<file path="src/design/vna_pkg.sv">
// Shared types and constants for the vertex normal accumulator.
package vna_pkg;

  localparam logic [1:0] CMD_WRITE = 2'd0;
  localparam logic [1:0] CMD_TRI   = 2'd1;
  localparam logic [1:0] CMD_READ  = 2'd2;

  localparam logic [5:0] POS_LAST   = 6'd3;
  localparam logic [5:0] CROSS_LAST = 6'd6;
  localparam logic [5:0] SQ_LAST    = 6'd3;
  localparam logic [5:0] SQRT_LAST  = 6'd31;
  localparam logic [5:0] DIV_LAST   = 6'd15;
  localparam logic [1:0] COMP_LAST  = 2'd2;

  typedef enum logic [4:0] {
    S_CLEAR, S_IDLE, S_DISPATCH, S_WRITE, S_POS, S_EDGE, S_CROSS, S_SUM_RD, S_SUM_WR,
    S_RSUM, S_MAG, S_MAX, S_SCALE, S_SQ, S_SQRT, S_DIV_LOAD, S_DIV, S_DIV_STORE, S_OUT
  } state_t;

  typedef enum logic [4:0] {
    OP_NOP, OP_LOAD, OP_CLEAR, OP_WRITE, OP_POS, OP_EDGE, OP_CROSS, OP_SUM_RD, OP_SUM_WR,
    OP_RSUM, OP_MAG, OP_MAX, OP_SCALE, OP_SQ, OP_SQRT, OP_DIV_LOAD, OP_DIV, OP_DIV_STORE,
    OP_OUT
  } dp_op_t;

  typedef struct packed {
    dp_op_t     op;
    logic [5:0] step;
    logic [1:0] sel;
  } dp_cmd_t;

  typedef struct packed {
    logic [1:0] code;
    logic       vi_ok;
    logic       tri_ok;
    logic       clear_last;
    logic       degen;
    logic       scaled;
  } dp_stat_t;

endpackage

</file>
<file path="src/design/vna_ctrl.sv">
// Sequencing state machine for the vertex normal accumulator.
module vna_ctrl (
  input  logic               clk,
  input  logic               rst_n,
  input  logic               start,
  output logic               busy,
  output vna_pkg::dp_cmd_t   cmd,
  input  vna_pkg::dp_stat_t  stat
);

  vna_pkg::state_t state_r, state_nxt;
  logic [5:0]      step_r, step_nxt;
  logic [1:0]      sel_r, sel_nxt;

  always_ff @(posedge clk) begin
    if (!rst_n) begin
      state_r <= vna_pkg::S_CLEAR;
      step_r  <= '0;
      sel_r   <= '0;
    end else begin
      state_r <= state_nxt;
      step_r  <= step_nxt;
      sel_r   <= sel_nxt;
    end
  end

  always_comb begin
    state_nxt = state_r;
    step_nxt  = '0;
    sel_nxt   = sel_r;
    cmd.op    = vna_pkg::OP_NOP;
    cmd.step  = step_r;
    cmd.sel   = sel_r;
    unique case (state_r)
      vna_pkg::S_CLEAR: begin
        cmd.op = vna_pkg::OP_CLEAR;
        if (stat.clear_last) state_nxt = vna_pkg::S_IDLE;
      end
      vna_pkg::S_IDLE: begin
        if (start) begin
          cmd.op    = vna_pkg::OP_LOAD;
          state_nxt = vna_pkg::S_DISPATCH;
        end
      end
      vna_pkg::S_DISPATCH: begin
        unique case (stat.code)
          vna_pkg::CMD_WRITE: state_nxt = stat.vi_ok ? vna_pkg::S_WRITE : vna_pkg::S_IDLE;
          vna_pkg::CMD_TRI:   state_nxt = stat.tri_ok ? vna_pkg::S_POS : vna_pkg::S_IDLE;
          vna_pkg::CMD_READ:  state_nxt = vna_pkg::S_RSUM;
          default:            state_nxt = vna_pkg::S_IDLE;
        endcase
      end
      vna_pkg::S_WRITE: begin
        cmd.op    = vna_pkg::OP_WRITE;
        state_nxt = vna_pkg::S_IDLE;
      end
      vna_pkg::S_POS: begin
        cmd.op = vna_pkg::OP_POS;
        if (step_r == vna_pkg::POS_LAST) state_nxt = vna_pkg::S_EDGE;
        else step_nxt = step_r + 6'd1;
      end
      vna_pkg::S_EDGE: begin
        cmd.op    = vna_pkg::OP_EDGE;
        state_nxt = vna_pkg::S_CROSS;
      end
      vna_pkg::S_CROSS: begin
        cmd.op = vna_pkg::OP_CROSS;
        if (step_r == vna_pkg::CROSS_LAST) begin
          state_nxt = vna_pkg::S_SUM_RD;
          sel_nxt   = '0;
        end else begin
          step_nxt = step_r + 6'd1;
        end
      end
      vna_pkg::S_SUM_RD: begin
        cmd.op    = vna_pkg::OP_SUM_RD;
        state_nxt = vna_pkg::S_SUM_WR;
      end
      vna_pkg::S_SUM_WR: begin
        cmd.op = vna_pkg::OP_SUM_WR;
        if (sel_r == vna_pkg::COMP_LAST) begin
          state_nxt = vna_pkg::S_IDLE;
        end else begin
          sel_nxt   = sel_r + 2'd1;
          state_nxt = vna_pkg::S_SUM_RD;
        end
      end
      vna_pkg::S_RSUM: begin
        cmd.op    = vna_pkg::OP_RSUM;
        state_nxt = vna_pkg::S_MAG;
      end
      vna_pkg::S_MAG: begin
        cmd.op    = vna_pkg::OP_MAG;
        state_nxt = vna_pkg::S_MAX;
      end
      vna_pkg::S_MAX: begin
        cmd.op    = vna_pkg::OP_MAX;
        state_nxt = stat.degen ? vna_pkg::S_OUT : vna_pkg::S_SCALE;
      end
      vna_pkg::S_SCALE: begin
        cmd.op = vna_pkg::OP_SCALE;
        if (stat.scaled) state_nxt = vna_pkg::S_SQ;
      end
      vna_pkg::S_SQ: begin
        cmd.op = vna_pkg::OP_SQ;
        if (step_r == vna_pkg::SQ_LAST) state_nxt = vna_pkg::S_SQRT;
        else step_nxt = step_r + 6'd1;
      end
      vna_pkg::S_SQRT: begin
        cmd.op = vna_pkg::OP_SQRT;
        if (step_r == vna_pkg::SQRT_LAST) begin
          state_nxt = vna_pkg::S_DIV_LOAD;
          sel_nxt   = '0;
        end else begin
          step_nxt = step_r + 6'd1;
        end
      end
      vna_pkg::S_DIV_LOAD: begin
        cmd.op    = vna_pkg::OP_DIV_LOAD;
        state_nxt = vna_pkg::S_DIV;
      end
      vna_pkg::S_DIV: begin
        cmd.op = vna_pkg::OP_DIV;
        if (step_r == vna_pkg::DIV_LAST) state_nxt = vna_pkg::S_DIV_STORE;
        else step_nxt = step_r + 6'd1;
      end
      vna_pkg::S_DIV_STORE: begin
        cmd.op = vna_pkg::OP_DIV_STORE;
        if (sel_r == vna_pkg::COMP_LAST) begin
          state_nxt = vna_pkg::S_OUT;
        end else begin
          sel_nxt   = sel_r + 2'd1;
          state_nxt = vna_pkg::S_DIV_LOAD;
        end
      end
      vna_pkg::S_OUT: begin
        cmd.op    = vna_pkg::OP_OUT;
        state_nxt = vna_pkg::S_IDLE;
      end
      default: state_nxt = vna_pkg::S_IDLE;
    endcase
  end

  assign busy = (state_r != vna_pkg::S_IDLE);

endmodule

</file>
<file path="config.mk">
export PLATFORM = sky130hd
export DESIGN_NAME = vna_ctrl
export DESIGN_NICKNAME = d
export VERILOG_FILES = /design/src/design/vna_pkg.sv /design/src/design/vna_ctrl.sv
export SDC_FILE = /design/constraint.sdc
export NUM_CORES = 1
export LEC_CHECK = 0
export BUFFER_PORTS_ARGS = -buffer_cell sky130_fd_sc_hd__buf_2
export CAP_MARGIN = 20
export CORE_MARGIN = 5
export CORE_UTILIZATION = 60
export CTS_BUF_LIST = sky130_fd_sc_hd__clkbuf_8
export DETAILED_ROUTE_END_ITERATION = 16
export PLACE_DENSITY = 0.83
export SETUP_SLACK_MARGIN = 0.02
export SYNTH_ARGS = -nofsm -noshare
export SYNTH_HDL_FRONTEND = slang
export SYNTH_SLANG_ARGS = --single-unit
</file>
<file path="constraint.sdc">
create_clock -name clk -period 3.9 [get_ports clk]
set_input_delay 0.78 -clock clk [delete_from_list [all_inputs] [get_ports clk]]
set_output_delay 0.78 -clock clk [all_outputs]
set_load 0.01 [all_outputs]
</file>
# Word-level counts from Yosys, hierarchy flattened

Index checks and enable logic that the tools add are counted.

Register bits after elaboration: 13
Bits of input ports: 10

Add/subtract/negate cells: 2
Eq/ne operators: 35
Muxes and demuxes: 26
Reduce and logical (&&, ||, !) cells: 7

Operators with widths:

| operator                                            | number |
|---|---|
| case mux 5 bit (18 select lines)                    | 1 |
| case mux 5 bit (17 select lines)                    | 1 |
| 2-to-1 mux 5 bit                                    | 10 |
| equality test 5 x 4 -> 1 bit, second input constant | 8 |
| 2-to-1 mux 6 bit                                    | 4 |
| case mux 6 bit (4 select lines)                     | 1 |
| equality test 5 x 3 -> 1 bit, second input constant | 4 |
| != test 2 bit, second input constant                | 9 |
| equality test 5 bit, second input constant          | 3 |
| case mux 4 bit (3 select lines)                     | 1 |
| equality test 5 x 2 -> 1 bit, second input constant | 2 |
| 2-to-1 mux 2 bit                                    | 4 |
| AND reduction 8 bit                                 | 1 |
| adder 6 x 1 -> 6 bit, second input constant         | 1 |
| equality test 6 x 2 -> 1 bit, second input constant | 1 |
| equality test 6 x 3 -> 1 bit, second input constant | 1 |
| equality test 6 x 4 -> 1 bit, second input constant | 1 |
| equality test 6 x 5 -> 1 bit, second input constant | 1 |
| 2-to-1 mux 3 bit                                    | 2 |
| case mux 2 bit (3 select lines)                     | 1 |
| equality test 5 x 1 -> 1 bit, second input constant | 1 |
| zero test 5 bit                                     | 1 |
| != test 5 x 1 -> 1 bit, second input constant       | 1 |
| equality test 2 bit, second input constant          | 2 |
| other kinds (7)                                     | 8 |

# Depth between registers and ports, before layout

Gate-level depths: netlist (run 1).

Depth in word-level cells: 4
Mapped depth: 7
Depth with buffers taken out: 7

# Worst setup path before layout (run 1)

No wires, ideal clock.

Path type: register -> output
Start: register state_r[0]
End: output port busy
Data arrival time: 1408 ps
Setup slack: 1712 ps
Cell stages (with the launch flop): 5
Cells stage by stage: dfxtp_1 buf_6 clkbuf_1 inv_1 or4_1

Word-level cells in the longest chain between the ends: 1

Ends and longest elaborated chain:

| what                   | RTL line        | text |
|---|---|---|
| from (decl)            | vna_ctrl.sv:11  | `vna_pkg::state_t state_r, state_nxt;` |
| from (signal assigned) | vna_ctrl.sv:17  | `state_r <= vna_pkg::S_CLEAR;` |
| from (signal assigned) | vna_ctrl.sv:21  | `state_r <= state_nxt;` |
| != test 5 x 1 -> 1 bit | vna_ctrl.sv:144 | `assign busy = (state_r != vna_pkg::S_IDLE);` |
| to (decl)              | vna_ctrl.sv:6   | `output logic busy,` |

Every way passes these cells.

# Worst setup path after layout (run 1)

Ends and elaborated chain as after synthesis.

==> results.txt, run 1 <==
Hold Crit Class: register to register
Final non-filler cell total: 176
CP arrival: 1.82 ns
Critical path type: register to output pin
Crit path max fanout: 16
Post_cts resized: 0
FILL cells: 148
DRC Markers: 0
Syn_area_per_cell: 8.034 µm²
PwrDens: 297.0 nW/µm²
Worst-margin pin slew: 0.6188 ns
Hold Buf Count CTS: 0
Post-synth cell types: 54
Final slew viol count: 0
Postcts setup bufs: 0
Synth Cell Area: 1069 µm²
Wire per inst: 16.00 µm
Total power: 0.3590 mW
Ys async rst share: 0%
DRT antenna net count: 0
Routed vias: 1106
Setup slack after layout: 1.297 ns
Crit path depth: 3
Antenna violations before repair: 0
Max VDD drop: 192.4 µV
Root Driver: clkbuf_8
Reg2reg setup slack: 1.65 ns
Maximum capacitance violations: 0
Dpl ws: 1.588 ns
Design Area, Final: 1209 µm²
Worst-path cell chain: inv_1 > or4_1 > buf_2
Crit path max-delay cell type: dfxtp_1
Routed WL: 2.816 mm
Fin crit share: 66.75%
Drt via density: 6.284
Hold Path End: step_r[0]
Leakage Power: 0.4944 nW
Status: completed
Worst Setup End Kind: output pin
Hold path cells: 1
First-pass DRT Iterations: 4
Vias in the first global route: 1041
Crit path required time: 3.12 ns
Top_reg_cell synth: dfxtp_1
Seq/Total Area, Yosys: 24.36%
Peak Freq: 384.1 MHz
DP Cell Count: 172
Synthesized Nets: 146
Hold path start: step_r[0]
R2R depth: 5
Slew HR: 58.69%
Area growth, synth to finish: 13.11%
Clock Latency Late Sink: 0.24 ns
GP Congestion: 0.8531
CTS Buf Count: 3
Clock skew: 0.0009240 ns
GRT Total Usage: 23.44%
Setup TNS: 0 ns
Die area: 2725 µm²
Top Family by Delay on Critical Path: flip-flops
CTS tree: built
CTS Buffer Depth: 2
Finished Core Util: 70.77%
Unrepaired setup endpoints after global routing: false
Std-Cell Rows: 15
Reg2reg end: sel_r[1]
IO Pins: 24
HPWL after DPL: 2.012 mm
Overflow after GRT: 0
Worst path bufs/invs: 2
Area of the multi-input gates: 730.7 µm²
Clk pin slew, worst setup/hold paths: 0.06 ns
Final #Nets: 165
First-pass GRT wire length: 4.767 mm
Yosys warnings: 0
FF-to-FF Start: state_r[3]
Htree depth: 1
Final antenna diode count: 0
Number of enable flip-flop cells after synthesis: 0
TritonCTS Sinks: 13
Gate count of the mapped netlist: 133
Pin count of the biggest net entering global routing: 20
Die width: 52.20 µm
Cell Area, Placed: 1164 µm²
Seq. cell area: 260.3 µm²
Port Buffers: 23
Drt first-iter violations: 38
Count of final setup violators: 0
CORE AREA: 1708 µm²
Startpoint Class: register
Die height: 52.20 µm
CP peak stage delay: 0.66 ns
Initial core utilization: 62.56%
Final worst path period need: 2.603 ns
Layout cell share with drive strength beyond 1: 23.84%
FF+latch count, synth: 13
Final Hold Viols: 0
Hold slack: 0.4834 ns
cell usage in the layout (no fill, tap or decap), types with 2 or more instances in the layout:
| master | n |
|---|---|
| nor2b_1 | 2 |
| inv_1 | 8 |
| o21ai_0 | 3 |
| nor2_1 | 14 |
| nand3_1 | 3 |
| dfxtp_1 | 13 |
| a211o_1 | 3 |
| nor3_1 | 6 |
| nand2b_1 | 4 |
| and3_1 | 3 |
| a21oi_1 | 5 |
| nand2_1 | 9 |
| or3_1 | 2 |
| clkbuf_8 | 3 |
| ha_1 | 3 |
| o22ai_1 | 2 |
| o21a_1 | 2 |
| nand3b_1 | 2 |
| buf_2 | 23 |
| o32ai_1 | 2 |
| nand4b_1 | 2 |
| or4b_1 | 2 |
| xor2_1 | 3 |
| xnor2_1 | 3 |
cells by family after synthesis:
logic type / share of synthesized area [%]
AO/OA/AOI/OAI: 25.06
adder cells (fa/ha/maj): 3.513
XOR/XNOR: 4.919
AND/OR/NAND/NOR: 32.91
flip-flops: 24.36
multiplexers: 1.991
buffers and inverters: 7.260
routing by layer:
layer / share of wire (%) / wire length, µm / vias to the layer above / global-route usage, %
li1: - / - / 523 / -
met5: 0 / 0 / - / 0
met2: 49 / 1374 / 63 / 38.70
met3: 7.8 / 220 / 10 / 4.843
met4: 3.1 / 87 / 0 / 13.19
met1: 40 / 1132 / 510 / 28.00
Yosys cell counts, types with 4 or more instances:
cell type  count  area share [%]
nand2b_1       4             2.3
inv_1          7             2.5
dfxtp_1       13              24
a21oi_1        5             2.3
nor2_1        14             4.9
clkbuf_1       5             1.8
nand2_1        9             3.2
nor3_1         6             2.8
sequential cells by signal, indices dropped and copies added (netlist names):
name,cells
sel_r,2
state_r,5
step_r,6
how the worst max path moves through the flow:
stage | startpoint | to | slack, ns
after floorplan | state_r[0] | busy | 1.71
after global placement | state_r[0] | busy | 1.64
after detailed placement | state_r[0] | busy | 1.59
after CTS | state_r[0] | busy | 1.31
after global routing | state_r[0] | busy | 1.21
final | state_r[0] | busy | 1.30
power by group:
group          switching (mW)  total, mW  internal, mW
logic                  0.0429     0.0833        0.0404
clock network          0.0482      0.118        0.0695
registers              0.0204      0.158         0.138
final cells by class:
type	instances	area share, %
inverter	7	2.174
tap	25	2.588
timing repair buffer	23	9.524
clock buffer	3	3.416
multi-input combinational	104	60.46
clock inverter	1	0.3106
sequential	13	21.53
Power figures use the tool's default switching activity.
==> inputs of run 2 (changes only) <==
--- a/config.mk
+++ b/config.mk
@@ -8,10 +8,10 @@
 export BUFFER_PORTS_ARGS = -buffer_cell sky130_fd_sc_hd__buf_2
 export CAP_MARGIN = 20
 export CORE_MARGIN = 5
-export CORE_UTILIZATION = 60
+export CORE_UTILIZATION = 50
 export CTS_BUF_LIST = sky130_fd_sc_hd__clkbuf_8
 export DETAILED_ROUTE_END_ITERATION = 16
-export PLACE_DENSITY = 0.83
+export PLACE_DENSITY = 0.74
 export SETUP_SLACK_MARGIN = 0.02
 export SYNTH_ARGS = -nofsm -noshare
 export SYNTH_HDL_FRONTEND = slang
==> constraint.sdc (replaced) <==
create_clock -name clk -period 2.1 [get_ports clk]
set_input_delay 0.42 -clock clk [delete_from_list [all_inputs] [get_ports clk]]
set_output_delay 0.42 -clock clk [all_outputs]
set_load 0.01 [all_outputs]
==> run 2 against run 1 <==
Compared with the run above:
- non-clock buffer count increased by 7
- global-route usage shrank 5.4 points
- largest power group unchanged
- sequential cell count unchanged
- routed wire length fell by 0.78%
- worst setup slack worse by 1.2 ns
- first-iteration DRC count is 16% lower
- register-to-register slack got worse by 1.5 ns
- core utilization decreased by 6.7 points
- design area is 6.1% higher
- sequential share of layout area fell by 0.95 points
==> results.txt, run 2 (synthesis gave the netlist of run 1 again) <==
Worst Setup End Kind: register
Overflow after GRT: 0 (unchanged)
First-pass DRT Iterations: 4 (unchanged)
P_sw: 0.2163 mW (+94%)
Worst-path cell chain: ha_2 > nand3_1 > or3_4 > a221oi_4 > o21ai_1 > o41ai_2
Drt first-iter violations: 32 (-16%)
Unrepaired setup endpoints after global routing: true
Htree depth: 1 (unchanged)
Maximum capacitance violations: 0 (unchanged)
Antenna violations before repair: 0 (unchanged)
Most flops, register: step_r
Finished Core Util: 64.06% (-6.7 points)
Startpoint Class: register
Commonest non-fill, non-tap cell in the layout: buf_2
Status: completed
Clk pin slew, worst setup/hold paths: 0.06 ns (about the same)
TritonCTS Sinks: 13 (unchanged)
Critical path type: register to register
Clock power frac: 31.6% (-1.2 points)
Setup slack after layout: 0.1014 ns (-1.195 ns)
CTS Buf Count: 3 (unchanged)
Slew HR: 62.37% (+3.7 points)
CORE AREA: 2002 µm² (+17%)
Most frequent cells in the layout: 23 x buf_2, 14 x nor2_1, 10 x dfxtp_1
Final worst path period need: 1.999 ns
Clock Latency Late Sink: 0.24 ns (about the same)
Clock skew: 0.001815 ns (+0.0008911 ns)
CTS Buffer Depth: 2 (unchanged)
Die height: 56.23 µm (+7.7%)
Top Registers: step_r x6, state_r x5, sel_r x2
Routed WL: 2.794 mm (-0.78%)
Wire per inst: 15.10 µm (-5.6%)
Worst-margin pin slew: 0.5627 ns (-0.05610 ns)
Sw Share: 31.01% (-0.060 points)
HPWL after DPL: 2.145 mm (+6.6%)
DRC Markers: 0 (unchanged)
Hold slack: 0.4497 ns (-0.03367 ns)
Fin crit share: 95.17%
Final slew viol count: 0 (unchanged)
Std-Cell Rows: 16 (+1)
Max FFs per register: 6 (unchanged)
Top Family by Delay on Critical Path: compound AO/OA/AOI/OAI gates
CP peak stage delay: 0.39 ns (-0.27 ns)
Count of final setup violators: 0 (unchanged)
GP Congestion: 0.8353 (-2.1%)
Die area: 3162 µm² (+16%)
Routed vias: 1088 (-1.6%)
CP arrival: 2.15 ns (+0.33 ns)
First-pass GRT wire length: 4.643 mm (-2.6%)
Postcts setup bufs: 0 (unchanged)
Final Hold Viols: 0 (unchanged)
Root Driver: clkbuf_8
Leakage Power: 0.5376 nW (+8.7%)
Crit path max-delay cell type: or3_4
GRT Total Usage: 18.01% (-5.4 points)
Dpl ws: 0.03937 ns (-1.549 ns)
Worst path bufs/invs: 0 (-2)
Pin count of the biggest net entering global routing: 14 (-30%)
Initial core utilization: 53.38% (-9.2 points)
CTS tree: built
Vias in the first global route: 1006 (-3.4%)
FILL cells: 183 (+24%)
Final #Nets: 172 (+4.2%)
DRT antenna net count: 0 (unchanged)
Final antenna diode count: 0 (unchanged)
Max VDD drop: 349.9 µV (+82%)
Cell Area, Placed: 1219 µm² (+4.7%)
Design Area, Final: 1282 µm² (+6.1%)
Drt via density: 5.881 (-6.4%)
Layout cell share with drive strength beyond 1: 31.01% (+7.2 points)
Peak Freq: 500.3 MHz
PwrDens: 543.8 nW/µm² (+83%)
Crit path max fanout: 4 (-12)
Port Buffers: 23 (unchanged)
Flop pwr share: 39.3% (-4.7 points)
Hold Crit Class: input pin to register
Comb pwr share: 29.0% (+5.8 points)
Area growth, synth to finish: 20.02%
IO Pins: 24 (unchanged)
P_int: 0.4812 mW (+94%)
Die width: 56.23 µm (+7.7%)
Crit path required time: 2.25 ns (-0.87 ns)
-- run 2: cell types whose count changed in the layout (fill, tap and decap cells not counted), sizes merged --
cell	change
buf	+7
-- run 2: area by class of cell --
type / instances / area, µm² / share of cell area [%]
tap: 27 / 33.78 / 2.634
multi-input combinational: 104 / 745.7 / 58.15
clock buffer: 3 / 41.29 / 3.220
sequential: 13 / 264.0 / 20.59
inverter: 7 / 26.28 / 2.049
clock inverter: 1 / 3.754 / 0.2927
timing repair buffer: 30 / 167.7 / 13.07
-- run 2: power groups by stage --
| stage | clock [mW] | combinational [mW] | sequential, mW |
|---|---|---|---|
| detailed placement | 0 | 0.195 | 0.279 |
| CTS | 0.225 | 0.196 | 0.274 |
| global route | 0.242 | 0.220 | 0.277 |
| floorplan | 0 | 0.145 | 0.267 |
| finish | 0.221 | 0.202 | 0.274 |
| global placement | 0 | 0.193 | 0.279 |
-- run 2: metrics by stage --
stage          TNS (ns)  power [mW]  cells
2_1_floorplan         0      0.4120    133
3_3_place_gp          0      0.4718    181
3_5_place_dp          0      0.4745    181
4_1_cts               0      0.6947    185
5_1_grt        -0.05966      0.7391    185
6_report              0      0.6975    185
-- run 2: layer usage --
metal,vias up,track usage [%],part of all wire [%]
met5,-,0,0
met4,0,4.068,0.75
met2,28,28.55,47
met1,520,24.34,47
met3,2,4.640,4.7
li1,538,-,-
-- run 2: worst paths after layout --
path / slack, ns / end / from / cells past startpoint
worst max-delay path: 0.10 / state_r[0] / step_r[1] / 6
worst min register to register: 0.45 / step_r[0] / step_r[0] / 1
worst min-delay path: 0.45 / state_r[2] / rst_n / 2
worst max register to register: 0.10 / state_r[0] / step_r[1] / 6
-- run 2: timing repair --
action / in CTS / in global routing
resized for setup: 1 / 5
hold buffers: 0 / 0
endpoints found under the setup margin: 1 / 6
-- run 2: worst reg2reg max path, cell delays in order (launching register included) --
cell and delay [ns]:
dfxtp_1 0.38, ha_2 0.23, nand3_1 0.13, or3_4 0.39, a221oi_4 0.33, o21ai_1 0.15
o41ai_2 0.31
==> inputs of run 3 (changes only) <==
--- a/config.mk
+++ b/config.mk
@@ -7,7 +7,6 @@
 export LEC_CHECK = 0
 export BUFFER_PORTS_ARGS = -buffer_cell sky130_fd_sc_hd__buf_2
 export CAP_MARGIN = 20
-export CORE_MARGIN = 5
 export CORE_UTILIZATION = 50
 export CTS_BUF_LIST = sky130_fd_sc_hd__clkbuf_8
 export DETAILED_ROUTE_END_ITERATION = 16
==> run 3 against run 2 <==
Compared with the run above:
- design area grew 0.29%
- routed wire length shrank 6.2%
- critical path depth shrank 1
- first-iteration DRC count shrank 44%
- via count is the same
- total power shrank 1.1%
- non-clock buffer count grew 1
- global-route usage grew 7.0 points
- sequential cell count is the same
- count of clock-buffer cells in the layout is the same
- final cell count grew 0.54%
- critical endpoint is now cmd[9]
- highest routed layer unchanged
==> results.txt, run 3 (synthesis gave the netlist of run 1 again) <==
Dpl ws: 0.03627 ns (-0.003106 ns)
Maximum capacitance violations: 0 (unchanged)
Max FFs per register: 6 (unchanged)
Comb pwr share: 27.9% (-1.1 points)
First-pass DRT Iterations: 4 (unchanged)
Die width: 48.23 µm (-14%)
Layout cell share with drive strength beyond 1: 30.82% (-0.20 points)
Pin count of the biggest net entering global routing: 14 (unchanged)
Std-Cell Rows: 16 (unchanged)
Max VDD drop: 494.3 µV (+41%)
Final antenna diode count: 0 (unchanged)
Most frequent cells in the layout: 23 x buf_2, 14 x nor2_1, 11 x dfxtp_1
GP Congestion: 0.8221 (-1.6%)
Root Driver: clkbuf_8
Final Hold Viols: 0 (unchanged)
P_sw: 0.2128 mW (-1.6%)
Final #Nets: 173 (+0.58%)
Most flops, register: step_r
Wire per inst: 14.09 µm (-6.7%)
Final worst path period need: 2.036 ns (+0.03733 ns)
Initial core utilization: 53.91% (+0.54 points)
Drt first-iter violations: 18 (-44%)
Clock Latency Late Sink: 0.25 ns (about the same)
Antenna violations before repair: 0 (unchanged)
Crit path max fanout: 10 (+6)
Critical path type: register to output pin
Clk pin slew, worst setup/hold paths: 0.06 ns (about the same)
CORE AREA: 1982 µm² (-1.0%)
Commonest non-fill, non-tap cell in the layout: buf_2
Count of final setup violators: 0 (unchanged)
Overflow after GRT: 0 (unchanged)
Final slew viol count: 0 (unchanged)
Top Registers: step_r x6, state_r x5, sel_r x2
Unrepaired setup endpoints after global routing: false
Hold Crit Class: register to register
Flop pwr share: 40.2% (+0.9 points)
Clock skew: 0.004101 ns (+0.002286 ns)
P_int: 0.4772 mW (-0.82%)
DP Cell Count: 182 (+0.55%)
HPWL after DPL: 2.067 mm (-3.7%)
Setup TNS: 0 ns (unchanged)
TritonCTS Sinks: 13 (unchanged)
Crit path required time: 1.68 ns (-0.57 ns)
Worst-margin pin slew: 0.5418 ns (-0.02093 ns)
Peak Freq: 491.2 MHz (-1.8%)
Vias in the first global route: 929 (-7.7%)
Final non-filler cell total: 186 (+0.54%)
IO Pins: 24 (unchanged)
CP arrival: 1.62 ns (-0.53 ns)
Worst Setup End Kind: output pin
Postcts setup bufs: 0 (unchanged)
Status: completed
Routed WL: 2.620 mm (-6.2%)
Startpoint Class: register
Finished Core Util: 64.90% (+0.84 points)
Routed vias: 1088 (unchanged)
Die area: 2326 µm² (-26%)
Port Buffers: 23 (unchanged)
CTS Buffer Depth: 2 (unchanged)
DRT antenna net count: 0 (unchanged)
Drt via density: 5.849 (-0.54%)
Sw Share: 30.84% (-0.17 points)
Reg2reg setup slack: 0.13 ns (+0.03 ns)
Setup slack after layout: 0.06402 ns (-0.03733 ns)
Die height: 48.23 µm (-14%)
Hold Buf Count CTS: 0 (unchanged)
CTS tree: built
Area growth, synth to finish: 20.37%
Slew HR: 63.77% (+1.4 points)
Htree depth: 1 (unchanged)
Fin crit share: 96.95% (+1.8 points)
DRC Markers: 0 (unchanged)
GRT Total Usage: 24.98% (+7.0 points)
CTS Buf Count: 3 (unchanged)
Leakage Power: 0.5375 nW (about the same)
PwrDens: 536.5 nW/µm² (-1.4%)
First-pass GRT wire length: 3.974 mm (-14%)
Clock power frac: 31.9% (+0.3 points)
Hold slack: 0.4449 ns (-0.004848 ns)
-- run 3: cell count changes in the layout (fill, tap and decap cells not counted), sizes merged --
cell	delta
buf	+1
-- run 3: cell type report --
class | instances | area (µm²)
clock buffers | 3 | 41.29
clock inverters | 1 | 3.754
fillers | 175 | 695.7
inverters | 7 | 26.28
multi-input cells | 104 | 743.2
flip-flops and latches | 13 | 262.8
well taps | 27 | 33.78
repair buffers | 31 | 175.2
-- run 3: stage by stage --
| step | cell area, µm² | power, mW |
|---|---|---|
| 3_5_place_dp | 1226 | 0.4717 |
| 6_report | 1286 | 0.6900 |
| 2_1_floorplan | 1069 | 0.4120 |
| 5_1_grt | 1286 | 0.7217 |
| 3_3_place_gp | 1226 | 0.4682 |
| 4_1_cts | 1276 | 0.6926 |
-- run 3: layer usage --
| layer | GRT usage, % | vias up | wire, µm |
|---|---|---|---|
| li1 | - | 538 | - |
| met1 | 33.48 | 522 | 1280 |
| met2 | 40.27 | 24 | 1228 |
| met3 | 6.667 | 4 | 89 |
| met4 | 5.000 | 0 | 22 |
| met5 | 0 | - | 0 |
-- run 3: timing repair --
item	in CTS	in global routing
endpoints found under the setup margin	1	4
resized for setup	1	4
pin swaps	0	0
-- run 3: final timing paths --
check	startpoint	end	cells after the start
worst min register to register	step_r[0]	step_r[0]	1
worst min-delay path	step_r[0]	step_r[0]	1
worst max register to register	step_r[1]	state_r[0]	6
worst max-delay path	state_r[2]	cmd[9]	5
-- run 3: power by group through the flow --
| stage | logic (mW) | registers (mW) | clock network (mW) |
|---|---|---|---|
| 6_report | 0.192 | 0.278 | 0.220 |
| 5_1_grt | 0.207 | 0.279 | 0.236 |
| 4_1_cts | 0.191 | 0.276 | 0.225 |
| 3_5_place_dp | 0.190 | 0.282 | 0 |
| 3_3_place_gp | 0.187 | 0.281 | 0 |
| 2_1_floorplan | 0.145 | 0.267 | 0 |
-- run 3: critical path, stage by stage, from the launching register on --
cell and delay [ns]:
dfxtp_1 0.53, buf_4 0.21, nor2_1 0.09, a211o_1 0.32, o31ai_1 0.06, buf_2 0.16
